## src/design/vpe_pkg.sv

```systemverilog
// Shared types and constants of the vertical-blank period estimator.
package vpe_pkg;

    localparam int EVT_W    = 48;   // event timestamp width
    localparam int PERIOD_W = 24;   // Q16.8 period width
    localparam int CNT_W    = 7;    // sample counter width
    localparam int CFG_W    = 16;   // widest register
    localparam int CFG_IDX_W = 2;
    localparam int FRAC_W   = 8;    // fraction bits of Q16.8

    localparam int CLAMP_BITS = 40;                 // interval clamp at 2**40 us
    localparam int DT_W       = CLAMP_BITS + 1;     // clamped interval width
    localparam int D_W        = DT_W + FRAC_W;      // interval in Q.8

    // shared divider: 28-bit dividend, 4-bit divisor, 4 quotient bits per cycle
    localparam int DIV_W      = 28;
    localparam int DVSR_W     = 4;
    localparam int DIV_RB     = 4;
    localparam int DIV_ITER   = DIV_W / DIV_RB;
    localparam int DIV_CNT_W  = $clog2(DIV_ITER + 1);

    localparam logic [DVSR_W-1:0] DIV_TEN  = 4'd10;
    localparam logic [DVSR_W-1:0] K_FIRST  = 4'd2;
    localparam logic [DVSR_W-1:0] K_LAST   = 4'd8;

    localparam logic [CFG_IDX_W-1:0] CFG_MIN_INTERVAL  = 2'd0;
    localparam logic [CFG_IDX_W-1:0] CFG_MAX_INTERVAL  = 2'd1;
    localparam logic [CFG_IDX_W-1:0] CFG_MIN_SAMPLES   = 2'd2;

    localparam logic [CFG_W-1:0] RST_MIN_INTERVAL = 16'd2000;
    localparam logic [CFG_W-1:0] RST_MAX_INTERVAL = 16'd60000;
    localparam logic [CNT_W-1:0] RST_MIN_SAMPLES  = 7'd8;

    localparam int CNT_MAX = 127;

    typedef enum logic [2:0] {
        ST_IDLE,
        ST_DELTA,
        ST_FOLD,
        ST_KSEARCH,
        ST_DIVK,
        ST_WINDOW,
        ST_DIV10,
        ST_OUT
    } t_state;

    typedef struct packed {
        logic load;         // capture input word
        logic store_time;   // last time <= event time
        logic calc_dt;      // interval into d
        logic k_init;
        logic k_step;
        logic div_start_k;  // d / k
        logic div_start_10; // (9p + d) / 10
        logic div_step;
        logic fold_apply;   // d <= quotient
        logic count_clear;
        logic upd_seed;     // period <= d
        logic upd_avg;      // period <= quotient
        logic out_load;
    } t_dp_cmd;

    typedef struct packed {
        logic ok;
        logic prev_zero;
        logic fold_hit;
        logic k_found;
        logic div_done;
        logic window_fail;
        logic period_zero;
        logic out_free;
    } t_dp_sts;

endpackage

```

## src/design/vpe_in_if.sv

```systemverilog
// Input channel: one blank event word per handshake.
interface vpe_in_if;
    import vpe_pkg::*;

    logic             valid;
    logic             ready;
    logic [EVT_W-1:0] event_time_us;
    logic             wait_ok;

    modport source (output valid, output event_time_us, output wait_ok, input ready);
    modport sink   (input valid, input event_time_us, input wait_ok, output ready);
endinterface

```

## src/design/vpe_out_if.sv

```systemverilog
// Output channel: one estimate word per handshake.
interface vpe_out_if;
    import vpe_pkg::*;

    logic                valid;
    logic                ready;
    logic [PERIOD_W-1:0] period_q8;
    logic [EVT_W-1:0]    last_event_us;
    logic [CNT_W-1:0]    sample_count;
    logic                info_valid;

    modport source (output valid, output period_q8, output last_event_us,
                    output sample_count, output info_valid, input ready);
    modport sink   (input valid, input period_q8, input last_event_us,
                    input sample_count, input info_valid, output ready);
endinterface

```

## src/design/vblank_period_estimator.sv

```systemverilog
// Vertical-blank period estimator. Each event word (timestamp, wait flag) yields one
// result word with the smoothed Q16.8 period, last event time, good-sample count and a
// validity flag. Words are handled one at a time: a failed wait or a first event goes
// straight to the result, an interval outside the window clears the count, one that
// seeds the period is stored, and one averaged into the period passes through the
// shared radix-16 divider; an interval near a multiple of the period is first folded
// back after the multiple search. The divider runs up to twice per word (interval /
// multiple, then the 9:1 average / 10). A result register sits on the output, so the
// next event word is taken while a finished result waits to be read.
module vblank_period_estimator #(
    parameter int SAMPLE_CAP = 64,
    parameter int TIME_BITS  = 48
) (
    input  logic                          i_clk,
    input  logic                          i_rst_n,
    vpe_in_if.sink                        i_evt,
    vpe_out_if.source                     o_res,
    input  logic                          i_cfg_we,
    input  logic [vpe_pkg::CFG_IDX_W-1:0] i_cfg_idx,
    input  logic [vpe_pkg::CFG_W-1:0]     i_cfg_data
);
    import vpe_pkg::*;

    t_dp_cmd cmd;
    t_dp_sts sts;
    logic    in_ready;

    assign i_evt.ready = in_ready;

    vpe_ctrl u_ctrl (
        .i_clk      (i_clk),
        .i_rst_n    (i_rst_n),
        .i_in_valid (i_evt.valid),
        .o_in_ready (in_ready),
        .i_sts      (sts),
        .o_cmd      (cmd)
    );

    vpe_datapath #(
        .SAMPLE_CAP (SAMPLE_CAP),
        .TIME_BITS  (TIME_BITS)
    ) u_dp (
        .i_clk           (i_clk),
        .i_rst_n         (i_rst_n),
        .i_cmd           (cmd),
        .o_sts           (sts),
        .i_evt_time      (i_evt.event_time_us),
        .i_evt_ok        (i_evt.wait_ok),
        .i_cfg_we        (i_cfg_we),
        .i_cfg_idx       (i_cfg_idx),
        .i_cfg_data      (i_cfg_data),
        .i_out_ready     (o_res.ready),
        .o_out_valid     (o_res.valid),
        .o_period_q8     (o_res.period_q8),
        .o_last_event_us (o_res.last_event_us),
        .o_sample_count  (o_res.sample_count),
        .o_info_valid    (o_res.info_valid)
    );

endmodule

```

## src/design/vpe_ctrl.sv

```systemverilog
// Sequencer of the period estimator: walks one event word through the datapath.
module vpe_ctrl (
    input  logic              i_clk,
    input  logic              i_rst_n,
    input  logic              i_in_valid,
    output logic              o_in_ready,
    input  vpe_pkg::t_dp_sts  i_sts,
    output vpe_pkg::t_dp_cmd  o_cmd
);
    import vpe_pkg::*;

    t_state r_state;
    t_state n_state;

    always_ff @(posedge i_clk) begin
        if (!i_rst_n) begin
            r_state <= ST_IDLE;
        end else begin
            r_state <= n_state;
        end
    end

    always_comb begin
        n_state = r_state;
        unique case (r_state)
            ST_IDLE: begin
                if (i_in_valid) n_state = ST_DELTA;
            end
            ST_DELTA: begin
                if (!i_sts.ok || i_sts.prev_zero) n_state = ST_OUT;
                else                              n_state = ST_FOLD;
            end
            ST_FOLD: begin
                n_state = i_sts.fold_hit ? ST_KSEARCH : ST_WINDOW;
            end
            ST_KSEARCH: begin
                if (i_sts.k_found) n_state = ST_DIVK;
            end
            ST_DIVK: begin
                if (i_sts.div_done) n_state = ST_WINDOW;
            end
            ST_WINDOW: begin
                if (i_sts.window_fail || i_sts.period_zero) n_state = ST_OUT;
                else                                        n_state = ST_DIV10;
            end
            ST_DIV10: begin
                if (i_sts.div_done) n_state = ST_OUT;
            end
            ST_OUT: begin
                if (i_sts.out_free) n_state = ST_IDLE;
            end
        endcase
    end

    always_comb begin
        o_cmd      = '0;
        o_in_ready = 1'b0;
        unique case (r_state)
            ST_IDLE: begin
                o_in_ready = 1'b1;
                o_cmd.load = i_in_valid;
            end
            ST_DELTA: begin
                if (!i_sts.ok) begin
                    o_cmd.count_clear = 1'b1;
                end else begin
                    o_cmd.store_time = 1'b1;
                    o_cmd.calc_dt    = !i_sts.prev_zero;
                end
            end
            ST_FOLD: begin
                o_cmd.k_init = i_sts.fold_hit;
            end
            ST_KSEARCH: begin
                if (i_sts.k_found) o_cmd.div_start_k = 1'b1;
                else               o_cmd.k_step      = 1'b1;
            end
            ST_DIVK: begin
                if (i_sts.div_done) o_cmd.fold_apply = 1'b1;
                else                o_cmd.div_step   = 1'b1;
            end
            ST_WINDOW: begin
                if (i_sts.window_fail)      o_cmd.count_clear  = 1'b1;
                else if (i_sts.period_zero) o_cmd.upd_seed     = 1'b1;
                else                        o_cmd.div_start_10 = 1'b1;
            end
            ST_DIV10: begin
                if (i_sts.div_done) o_cmd.upd_avg  = 1'b1;
                else                o_cmd.div_step = 1'b1;
            end
            ST_OUT: begin
                o_cmd.out_load = i_sts.out_free;
            end
        endcase
    end

`ifndef NO_ASSERTIONS
    a_out_load_free: assert property (@(posedge i_clk) disable iff (!i_rst_n)
        o_cmd.out_load |-> i_sts.out_free)
        else $error("result loaded while output register busy");

    a_one_update: assert property (@(posedge i_clk) disable iff (!i_rst_n)
        $onehot0({o_cmd.upd_seed, o_cmd.upd_avg, o_cmd.count_clear}))
        else $error("conflicting count/period updates");

    a_dt_guard: assert property (@(posedge i_clk) disable iff (!i_rst_n)
        o_cmd.calc_dt |-> (i_sts.ok && !i_sts.prev_zero))
        else $error("interval taken without a valid previous event");
`endif

endmodule

```

## src/design/vpe_datapath.sv

```systemverilog
// Datapath of the period estimator: state, interval math, shared divider, output register.
module vpe_datapath #(
    parameter int SAMPLE_CAP = 64,
    parameter int TIME_BITS  = 48
) (
    input  logic                              i_clk,
    input  logic                              i_rst_n,
    input  vpe_pkg::t_dp_cmd                  i_cmd,
    output vpe_pkg::t_dp_sts                  o_sts,
    input  logic [vpe_pkg::EVT_W-1:0]         i_evt_time,
    input  logic                              i_evt_ok,
    input  logic                              i_cfg_we,
    input  logic [vpe_pkg::CFG_IDX_W-1:0]     i_cfg_idx,
    input  logic [vpe_pkg::CFG_W-1:0]         i_cfg_data,
    input  logic                              i_out_ready,
    output logic                              o_out_valid,
    output logic [vpe_pkg::PERIOD_W-1:0]      o_period_q8,
    output logic [vpe_pkg::EVT_W-1:0]         o_last_event_us,
    output logic [vpe_pkg::CNT_W-1:0]         o_sample_count,
    output logic                              o_info_valid
);
    import vpe_pkg::*;

    localparam int TW      = (TIME_BITS < EVT_W) ? TIME_BITS : EVT_W;
    localparam int CNT_LIM = (SAMPLE_CAP > CNT_MAX) ? CNT_MAX : SAMPLE_CAP;

    // configuration
    logic [CFG_W-1:0] r_min_int;
    logic [CFG_W-1:0] r_max_int;
    logic [CNT_W-1:0] r_min_smp;

    // estimator state
    logic [TW-1:0]       r_last_time;
    logic [PERIOD_W-1:0] r_period;
    logic [CNT_W-1:0]    r_count;

    // work registers
    logic [TW-1:0]        r_now;
    logic                 r_ok;
    logic [D_W-1:0]       r_d;
    logic [DVSR_W-1:0]    r_k;
    logic [DIV_W-1:0]     r_dq;
    logic [DVSR_W-1:0]    r_rem;
    logic [DVSR_W-1:0]    r_dvsr;
    logic [DIV_CNT_W-1:0] r_div_cnt;

    // output register
    logic                r_out_vld;
    logic [PERIOD_W-1:0] r_out_period;
    logic [EVT_W-1:0]    r_out_last;
    logic [CNT_W-1:0]    r_out_count;
    logic                r_out_info;

    // interval, modulo 2**TIME_BITS, clamped
    logic [TIME_BITS-1:0] dt;
    logic [63:0]          dt64;
    logic [DT_W-1:0]      dt_c;

    always_comb begin
        dt   = TIME_BITS'(r_now) - TIME_BITS'(r_last_time);
        dt64 = 64'(dt);
        if (dt64 > (64'd1 << CLAMP_BITS)) dt_c = DT_W'(64'd1 << CLAMP_BITS);
        else                              dt_c = dt64[DT_W-1:0];
    end

    // fold test: 3P < 2D < 17P
    logic [D_W:0] two_d;
    logic [D_W:0] three_p;
    logic [D_W:0] svnt_p;
    logic         fold_hit;

    assign two_d    = {r_d, 1'b0};
    assign three_p  = (D_W+1)'({r_period, 1'b0}) + (D_W+1)'(r_period);
    assign svnt_p   = (D_W+1)'({r_period, 4'b0}) + (D_W+1)'(r_period);
    assign fold_hit = (r_period != '0) && (two_d > three_p) && (two_d < svnt_p);

    // multiple search: k is the first m with 2D + P < 2P(m + 1); D < 2**28 here
    logic [DVSR_W-1:0] k_next;
    logic [29:0]       two_d_p;
    logic [29:0]       k_bound;

    assign k_next  = r_k + 4'd1;
    assign two_d_p = {r_d[DIV_W-1:0], 1'b0} + 30'(r_period);
    assign k_bound = 30'({r_period, 1'b0}) * 30'(k_next);

    // radix-16 restoring divider step
    logic [DVSR_W-1:0] div_rem_n;
    logic [DIV_W-1:0]  div_dq_n;

    always_comb begin
        logic [DVSR_W:0]   trial;
        logic [DVSR_W-1:0] rem;
        logic [DIV_W-1:0]  dq;
        rem = r_rem;
        dq  = r_dq;
        for (int i = 0; i < DIV_RB; i++) begin
            trial = {rem, dq[DIV_W-1]};
            dq    = {dq[DIV_W-2:0], 1'b0};
            if (trial >= {1'b0, r_dvsr}) begin
                rem   = DVSR_W'(trial - {1'b0, r_dvsr});
                dq[0] = 1'b1;
            end else begin
                rem   = trial[DVSR_W-1:0];
            end
        end
        div_rem_n = rem;
        div_dq_n  = dq;
    end

    logic [DIV_W-1:0] avg_num;
    assign avg_num = DIV_W'({r_period, 3'b0}) + DIV_W'(r_period)
                   + DIV_W'(r_d[PERIOD_W-1:0]);

    logic window_fail;
    assign window_fail = (r_d < D_W'({r_min_int, 8'h00})) ||
                         (r_d > D_W'({r_max_int, 8'h00}));

    logic [CNT_W-1:0] count_inc;
    assign count_inc = (r_count < CNT_W'(CNT_LIM)) ? r_count + 7'd1 : r_count;

    always_ff @(posedge i_clk) begin
        if (!i_rst_n) begin
            r_min_int   <= RST_MIN_INTERVAL;
            r_max_int   <= RST_MAX_INTERVAL;
            r_min_smp   <= RST_MIN_SAMPLES;
            r_last_time <= '0;
            r_period    <= '0;
            r_count     <= '0;
            r_div_cnt   <= '0;
            r_out_vld   <= 1'b0;
        end else begin
            if (i_cfg_we) begin
                unique case (i_cfg_idx)
                    CFG_MIN_INTERVAL: r_min_int <= i_cfg_data;
                    CFG_MAX_INTERVAL: r_max_int <= i_cfg_data;
                    CFG_MIN_SAMPLES:  r_min_smp <= i_cfg_data[CNT_W-1:0];
                    default: ;
                endcase
            end

            if (i_cmd.store_time) r_last_time <= r_now;

            if (i_cmd.count_clear) begin
                r_count <= '0;
            end else if (i_cmd.upd_seed) begin
                r_period <= r_d[PERIOD_W-1:0];
                r_count  <= count_inc;
            end else if (i_cmd.upd_avg) begin
                r_period <= r_dq[PERIOD_W-1:0];
                r_count  <= count_inc;
            end

            if (i_cmd.div_start_k || i_cmd.div_start_10) r_div_cnt <= '0;
            else if (i_cmd.div_step)                       r_div_cnt <= r_div_cnt + 1'b1;

            if (i_cmd.out_load)                     r_out_vld <= 1'b1;
            else if (r_out_vld && i_out_ready)      r_out_vld <= 1'b0;
        end
    end

    always_ff @(posedge i_clk) begin
        if (i_cmd.load) begin
            r_now <= i_evt_time[TW-1:0];
            r_ok  <= i_evt_ok;
        end

        if (i_cmd.calc_dt)         r_d <= {dt_c, {FRAC_W{1'b0}}};
        else if (i_cmd.fold_apply) r_d <= D_W'(r_dq);

        if (i_cmd.k_init)      r_k <= K_FIRST;
        else if (i_cmd.k_step) r_k <= k_next;

        if (i_cmd.div_start_k) begin
            r_dq   <= r_d[DIV_W-1:0];
            r_rem  <= '0;
            r_dvsr <= r_k;
        end else if (i_cmd.div_start_10) begin
            r_dq   <= avg_num;
            r_rem  <= '0;
            r_dvsr <= DIV_TEN;
        end else if (i_cmd.div_step) begin
            r_dq   <= div_dq_n;
            r_rem  <= div_rem_n;
        end

        if (i_cmd.out_load) begin
            r_out_period <= r_period;
            r_out_last   <= EVT_W'(r_last_time);
            r_out_count  <= r_count;
            r_out_info   <= (r_count >= r_min_smp) && (r_period != '0);
        end
    end

    always_comb begin
        o_sts             = '0;
        o_sts.ok          = r_ok;
        o_sts.prev_zero   = (r_last_time == '0);
        o_sts.fold_hit    = fold_hit;
        o_sts.k_found     = (two_d_p < k_bound) || (r_k >= K_LAST);
        o_sts.div_done    = (r_div_cnt == DIV_CNT_W'(DIV_ITER));
        o_sts.window_fail = window_fail;
        o_sts.period_zero = (r_period == '0);
        o_sts.out_free    = !r_out_vld || i_out_ready;
    end

    assign o_out_valid     = r_out_vld;
    assign o_period_q8     = r_out_period;
    assign o_last_event_us = r_out_last;
    assign o_sample_count  = r_out_count;
    assign o_info_valid    = r_out_info;

`ifndef NO_ASSERTIONS
    a_count_cap: assert property (@(posedge i_clk) disable iff (!i_rst_n)
        r_count <= CNT_W'(CNT_LIM))
        else $error("sample count past its cap");

    a_k_range: assert property (@(posedge i_clk) disable iff (!i_rst_n)
        i_cmd.fold_apply |-> (r_dvsr >= K_FIRST && r_dvsr <= K_LAST))
        else $error("fold multiple out of range");

    a_avg_divisor: assert property (@(posedge i_clk) disable iff (!i_rst_n)
        i_cmd.upd_avg |-> (r_dvsr == DIV_TEN && r_div_cnt == DIV_CNT_W'(DIV_ITER)))
        else $error("average taken from wrong or unfinished divide");
`endif

endmodule

```

## src/flat_wrapper.sv

```systemverilog
// flat-port wrapper written by rule: the top's interface ports become plain ports
module vblank_period_estimator_flat import vpe_pkg::*;
#(
    parameter int SAMPLE_CAP = 64,
    parameter int TIME_BITS  = 48
)
  (i_clk, i_rst_n, i_cfg_we, i_cfg_idx, i_cfg_data, i_evt_valid, i_evt_event_time_us, i_evt_wait_ok, i_evt_ready, o_res_valid, o_res_period_q8, o_res_last_event_us, o_res_sample_count, o_res_info_valid, o_res_ready);
  vpe_in_if i_evt_i ();
  vpe_out_if o_res_i ();
  input  logic i_clk;
  input  logic i_rst_n;
  input  logic i_cfg_we;
  input  logic [vpe_pkg::CFG_IDX_W-1:0] i_cfg_idx;
  input  logic [vpe_pkg::CFG_W-1:0] i_cfg_data;
  input wire logic [$bits(i_evt_i.valid)-1:0] i_evt_valid;
  input wire logic [$bits(i_evt_i.event_time_us)-1:0] i_evt_event_time_us;
  input wire logic [$bits(i_evt_i.wait_ok)-1:0] i_evt_wait_ok;
  output wire logic [$bits(i_evt_i.ready)-1:0] i_evt_ready;
  output wire logic [$bits(o_res_i.valid)-1:0] o_res_valid;
  output wire logic [$bits(o_res_i.period_q8)-1:0] o_res_period_q8;
  output wire logic [$bits(o_res_i.last_event_us)-1:0] o_res_last_event_us;
  output wire logic [$bits(o_res_i.sample_count)-1:0] o_res_sample_count;
  output wire logic [$bits(o_res_i.info_valid)-1:0] o_res_info_valid;
  input wire logic [$bits(o_res_i.ready)-1:0] o_res_ready;
  assign i_evt_i.valid = i_evt_valid;
  assign i_evt_i.event_time_us = i_evt_event_time_us;
  assign i_evt_i.wait_ok = i_evt_wait_ok;
  assign i_evt_ready = i_evt_i.ready;
  assign o_res_valid = o_res_i.valid;
  assign o_res_period_q8 = o_res_i.period_q8;
  assign o_res_last_event_us = o_res_i.last_event_us;
  assign o_res_sample_count = o_res_i.sample_count;
  assign o_res_info_valid = o_res_i.info_valid;
  assign o_res_i.ready = o_res_ready;
  vblank_period_estimator #(.SAMPLE_CAP(SAMPLE_CAP), .TIME_BITS(TIME_BITS)) u_core (.i_clk(i_clk), .i_rst_n(i_rst_n), .i_evt(i_evt_i), .o_res(o_res_i), .i_cfg_we(i_cfg_we), .i_cfg_idx(i_cfg_idx), .i_cfg_data(i_cfg_data));
endmodule
```

## config.mk

```make
export PLATFORM = sky130hd
export DESIGN_NAME = vblank_period_estimator_flat
export DESIGN_NICKNAME = d
export VERILOG_FILES = /design/src/design/vpe_pkg.sv /design/src/design/vpe_in_if.sv /design/src/design/vpe_out_if.sv /design/src/design/vblank_period_estimator.sv /design/src/design/vpe_ctrl.sv /design/src/design/vpe_datapath.sv /design/src/flat_wrapper.sv
export SDC_FILE = /design/constraint.sdc
export NUM_CORES = 1
export LEC_CHECK = 0
export BUFFER_PORTS_ARGS = -buffer_cell sky130_fd_sc_hd__buf_2
export CORE_MARGIN = 2
export CORE_UTILIZATION = 60
export CTS_CLUSTER_SIZE = 25
export DETAILED_ROUTE_END_ITERATION = 8
export PLACE_DENSITY = 0.88
export SKIP_CTS_REPAIR_TIMING = 1
export SLEW_MARGIN = 20
export SYNTH_ARGS = -nofsm -noshare
export SYNTH_HDL_FRONTEND = slang
export SYNTH_SLANG_ARGS = --single-unit
```

## constraint.sdc

```tcl
create_clock -name i_clk -period 8.5 [get_ports i_clk]
set_input_delay 1.275 -clock i_clk [delete_from_list [all_inputs] [get_ports i_clk]]
set_output_delay 1.275 -clock i_clk [all_outputs]
set_load 0.05 [all_outputs]
```

==> metrics.yaml <==
place:
  portBuffers: 153
  place_hpwl_um: 57200
  place_congestion: 0.967
sta:
  worstMarginPinSlew_ps: 1030
  rsz0062_at_grt: "false"
  slew_headroom: 0.299
  post-route-min-period_ps: 8070
  tns_ps: 0
  report.final.setup_viol: 0
  post-route-period-util: 0.949
  max_freq_ghz: 0.124
  clock-skew-final_ps: 18.1
  finalHoldViolations: 0
  slew_violations: 0
die:
  core_um2: 44200
  dieArea_um2: 46400
  die_w_um: 215
  start_util: 0.607
  io_pins: 154
  die_h_um: 215
  row_count: 77
grt:
  gr-total-overflow: 0
  antenna_found_initial: 0
  grt_pass1_wl_um: 121000
  grt_max_degree: 57
  first_global_vias: 23400
  grt_usage: 0.325
pwr:
  internal_power_mw: 4.18
  power_mw: 6.77
  switching_power_mw: 2.59
  p_leak_nw: 13.0
  swShare: 0.382
  vdd_ir_drop_max_mv: 0.228
  p_comb_frac: 0.398
  p_per_area_nw_per_um2: 227
  pwr-share-seq: 0.334
  clkPwrFrac: 0.268
synth:
  ys_seq_area_frac: 0.331
  syn_inst: 2963
  syn-cell-area_um2: 26800
  synth_cell_type_count: 75
  synth-edff-count: 202
  synth_flop_cell: "edfxtp_1"
  ys_ff_latch: 343
  synth.net_count: 3434
  avgSynthCellArea_um2: 9.06
  ys_warn_count: 0
  async_reset_ff_frac: 0
flow_run:
  drv_cap: 0
critical_path:
  max_stage_delay_ps: 570
  ff2ff_setup_slack_ps: 430
  required_ps: 8730
  critical_path_class: "reg -> reg"
  critPathArrivalTime_ps: 8290
  cp-end-kind: "flip-flop"
  worstPathMaxFanout: 28
  worst_path_max_delay_cell: "dfxtp_1"
  cp-start-kind: "flip-flop"
routing:
  first_pass_iters: 6
  via_count: 23300
  drt-wirelength-per-cell_um: 20.4
  dr.first_iter.drc_count: 2071
  ant_nets: 0
  wirelength_um: 76000
  routed_via_density: 6.26
  drcViolationCount: 0
cells_and_area:
  area_delta_synth_final_pct: 10.9
  final.fill_count: 3430
  fin_nets: 3573
  layout-drive-gt1-share: 0.0948
cts:
  cts_buffers: 39
  clk-insertion-delay-late_ps: 570
  root_buffer: "clkbuf_16"
  clock_sinks: 343
  htreeDepth: 2
  clockBufferDepth: 3
  cts.reportedPaths.clkPinSlew_ps: 60
  cts_tree: "built"
min_path:
  min_path_type: "reg -> reg"
outcome:
  outcome: "finished clean"
[sequential cells by signal (all words and copies together), names as in the netlist, 3 cells and up]
signal and flops:
u_core.u_dp.r_dq 28, u_core.u_dp.r_d 49, u_core.u_dp.r_now 48, u_core.u_dp.o_last_event_us 48, u_core.u_dp.r_dvsr 4, u_core.u_dp.r_div_cnt 3
u_core.u_dp.r_last_time 48, u_core.u_dp.o_period_q8 24, u_core.u_dp.o_sample_count 7, u_core.u_dp.r_rem 4, u_core.u_dp.r_period 24, u_core.u_dp.r_min_smp 7
u_core.u_dp.r_k 4, u_core.u_dp.r_max_int 16, u_core.u_dp.r_count 7, u_core.u_ctrl.r_state 3, u_core.u_dp.r_min_int 16
[kinds of logic (layout without fill, tap and decap cells)]
group,after synthesis,in the layout,share of synthesized area
xor gates and xnor gates,159,159,0.0519
DFF,343,343,0.331
buffers and inverters,346,516,0.0486
adders and majority gates,399,399,0.207
and+or+nand+nor,892,892,0.158
other,0,1,0
muxes,68,68,0.0256
AOI/OAI and AO/OA,756,756,0.178
[stage by stage]
stage,cell area (um2),util,worst slack (ps),instances,hold WS (ps)
2_1_floorplan,26800,-,958,2963,436
3_3_place_gp,28300,0.640,855,3651,447
3_5_place_dp,28300,0.640,487,3651,451
4_1_cts,29700,0.672,469,3723,459
5_1_grt,29700,0.673,58.3,3725,482
6_report,29700,0.673,433,3726,458
[critical path, delay by kind of cell (launching register included)]
family	cells	cell delay, ps
XOR/XNOR	1	190
AO/OA/AOI/OAI	14	2940
adder cells (fa/ha/maj)	5	2020
buffers and inverters	8	1350
AND/OR/NAND/NOR	6	640
flip-flops	1	570
[power groups by stage]
stage	logic, mW	clock network, mW	registers, mW
final	2.70	1.81	2.26
after global routing	2.97	1.88	2.27
after CTS	2.63	1.83	2.25
after detailed placement	2.61	0	2.28
after global placement	2.52	0	2.28
after floorplan	1.94	0	2.21
[layout by cell type (no fill, tap or decap), types with 75 or more instances in the layout]
cell and count:
a21oi_1 269, a21o_1 102, inv_1 253, edfxtp_1 202
dfxtp_1 141, fa_1 75, xnor2_1 99, nor2_1 206
o21ai_0 126, ha_1 324, buf_2 153, nand2_1 319
[cells in the mapped netlist (6+ instances only)]
| master | n | area [um2] |
|---|---|---|
| a2111oi_0 | 8 | 70.1 |
| a211o_1 | 9 | 78.8 |
| a211oi_1 | 36 | 270 |
| a21o_1 | 102 | 766 |
| a21oi_1 | 269 | 1350 |
| a221oi_1 | 6 | 52.6 |
| a31o_2 | 6 | 52.6 |
| a31oi_1 | 16 | 100 |
| and2_1 | 57 | 357 |
| and3_1 | 20 | 125 |
| and4_1 | 9 | 78.8 |
| buf_1 | 7 | 26.3 |
| clkbuf_1 | 79 | 297 |
| dfxtp_1 | 141 | 2820 |
| edfxtp_1 | 202 | 6070 |
| fa_1 | 75 | 1500 |
| ha_1 | 324 | 4050 |
| inv_1 | 254 | 953 |
| mux2_2 | 6 | 67.6 |
| mux2i_1 | 62 | 621 |
| nand2_1 | 319 | 1200 |
| nand2b_1 | 39 | 244 |
| nand3_1 | 52 | 260 |
| nand4_1 | 42 | 263 |
| nor2_1 | 208 | 781 |
| nor2b_1 | 35 | 219 |
| nor3_1 | 38 | 190 |
| nor4_1 | 21 | 131 |
| o211ai_1 | 32 | 240 |
| o21a_1 | 32 | 240 |
| o21ai_0 | 128 | 641 |
| o21ai_1 | 12 | 60.1 |
| o21bai_1 | 21 | 158 |
| o311ai_0 | 7 | 61.3 |
| o31ai_1 | 13 | 97.6 |
| or2_2 | 10 | 62.6 |
| or3_1 | 18 | 113 |
| xnor2_1 | 100 | 876 |
| xor2_1 | 59 | 517 |
[path summary, 6_finish.rpt]
path	start	endpoint	cells past startpoint
worst min register to register	u_core.u_dp.r_max_int[8]	u_core.u_dp.r_max_int[8]	2
worst min-delay path	u_core.u_dp.r_max_int[8]	u_core.u_dp.r_max_int[8]	2
worst max-delay path	u_core.u_dp.r_k[0]	u_core.u_dp.r_dq[17]	34
worst max register to register	u_core.u_dp.r_k[0]	u_core.u_dp.r_dq[17]	34
[cell type report]
| class | count | area, um2 | share of cell area |
|---|---|---|---|
| multi-input combinational | 2274 | 16700 | 0.561 |
| sequential | 343 | 8890 | 0.299 |
| clock buffer | 52 | 1160 | 0.0390 |
| timing repair buffer | 189 | 1060 | 0.0357 |
| inverter | 255 | 957 | 0.0322 |
| tap | 592 | 741 | 0.0249 |
| clock inverter | 20 | 239 | 0.00803 |
| antenna | 1 | 2.50 | 0.0000841 |
[layer usage]
layer	wire [um]	share of wire	vias to the layer above	global-route usage
met2	36000	0.47	1110	0.553
met5	0	0	-	0
met4	4700	0.062	0	0.186
met3	5990	0.079	343	0.0551
met1	29400	0.39	11000	0.391
li1	-	-	10800	-
Power figures use the tool's default switching activity.
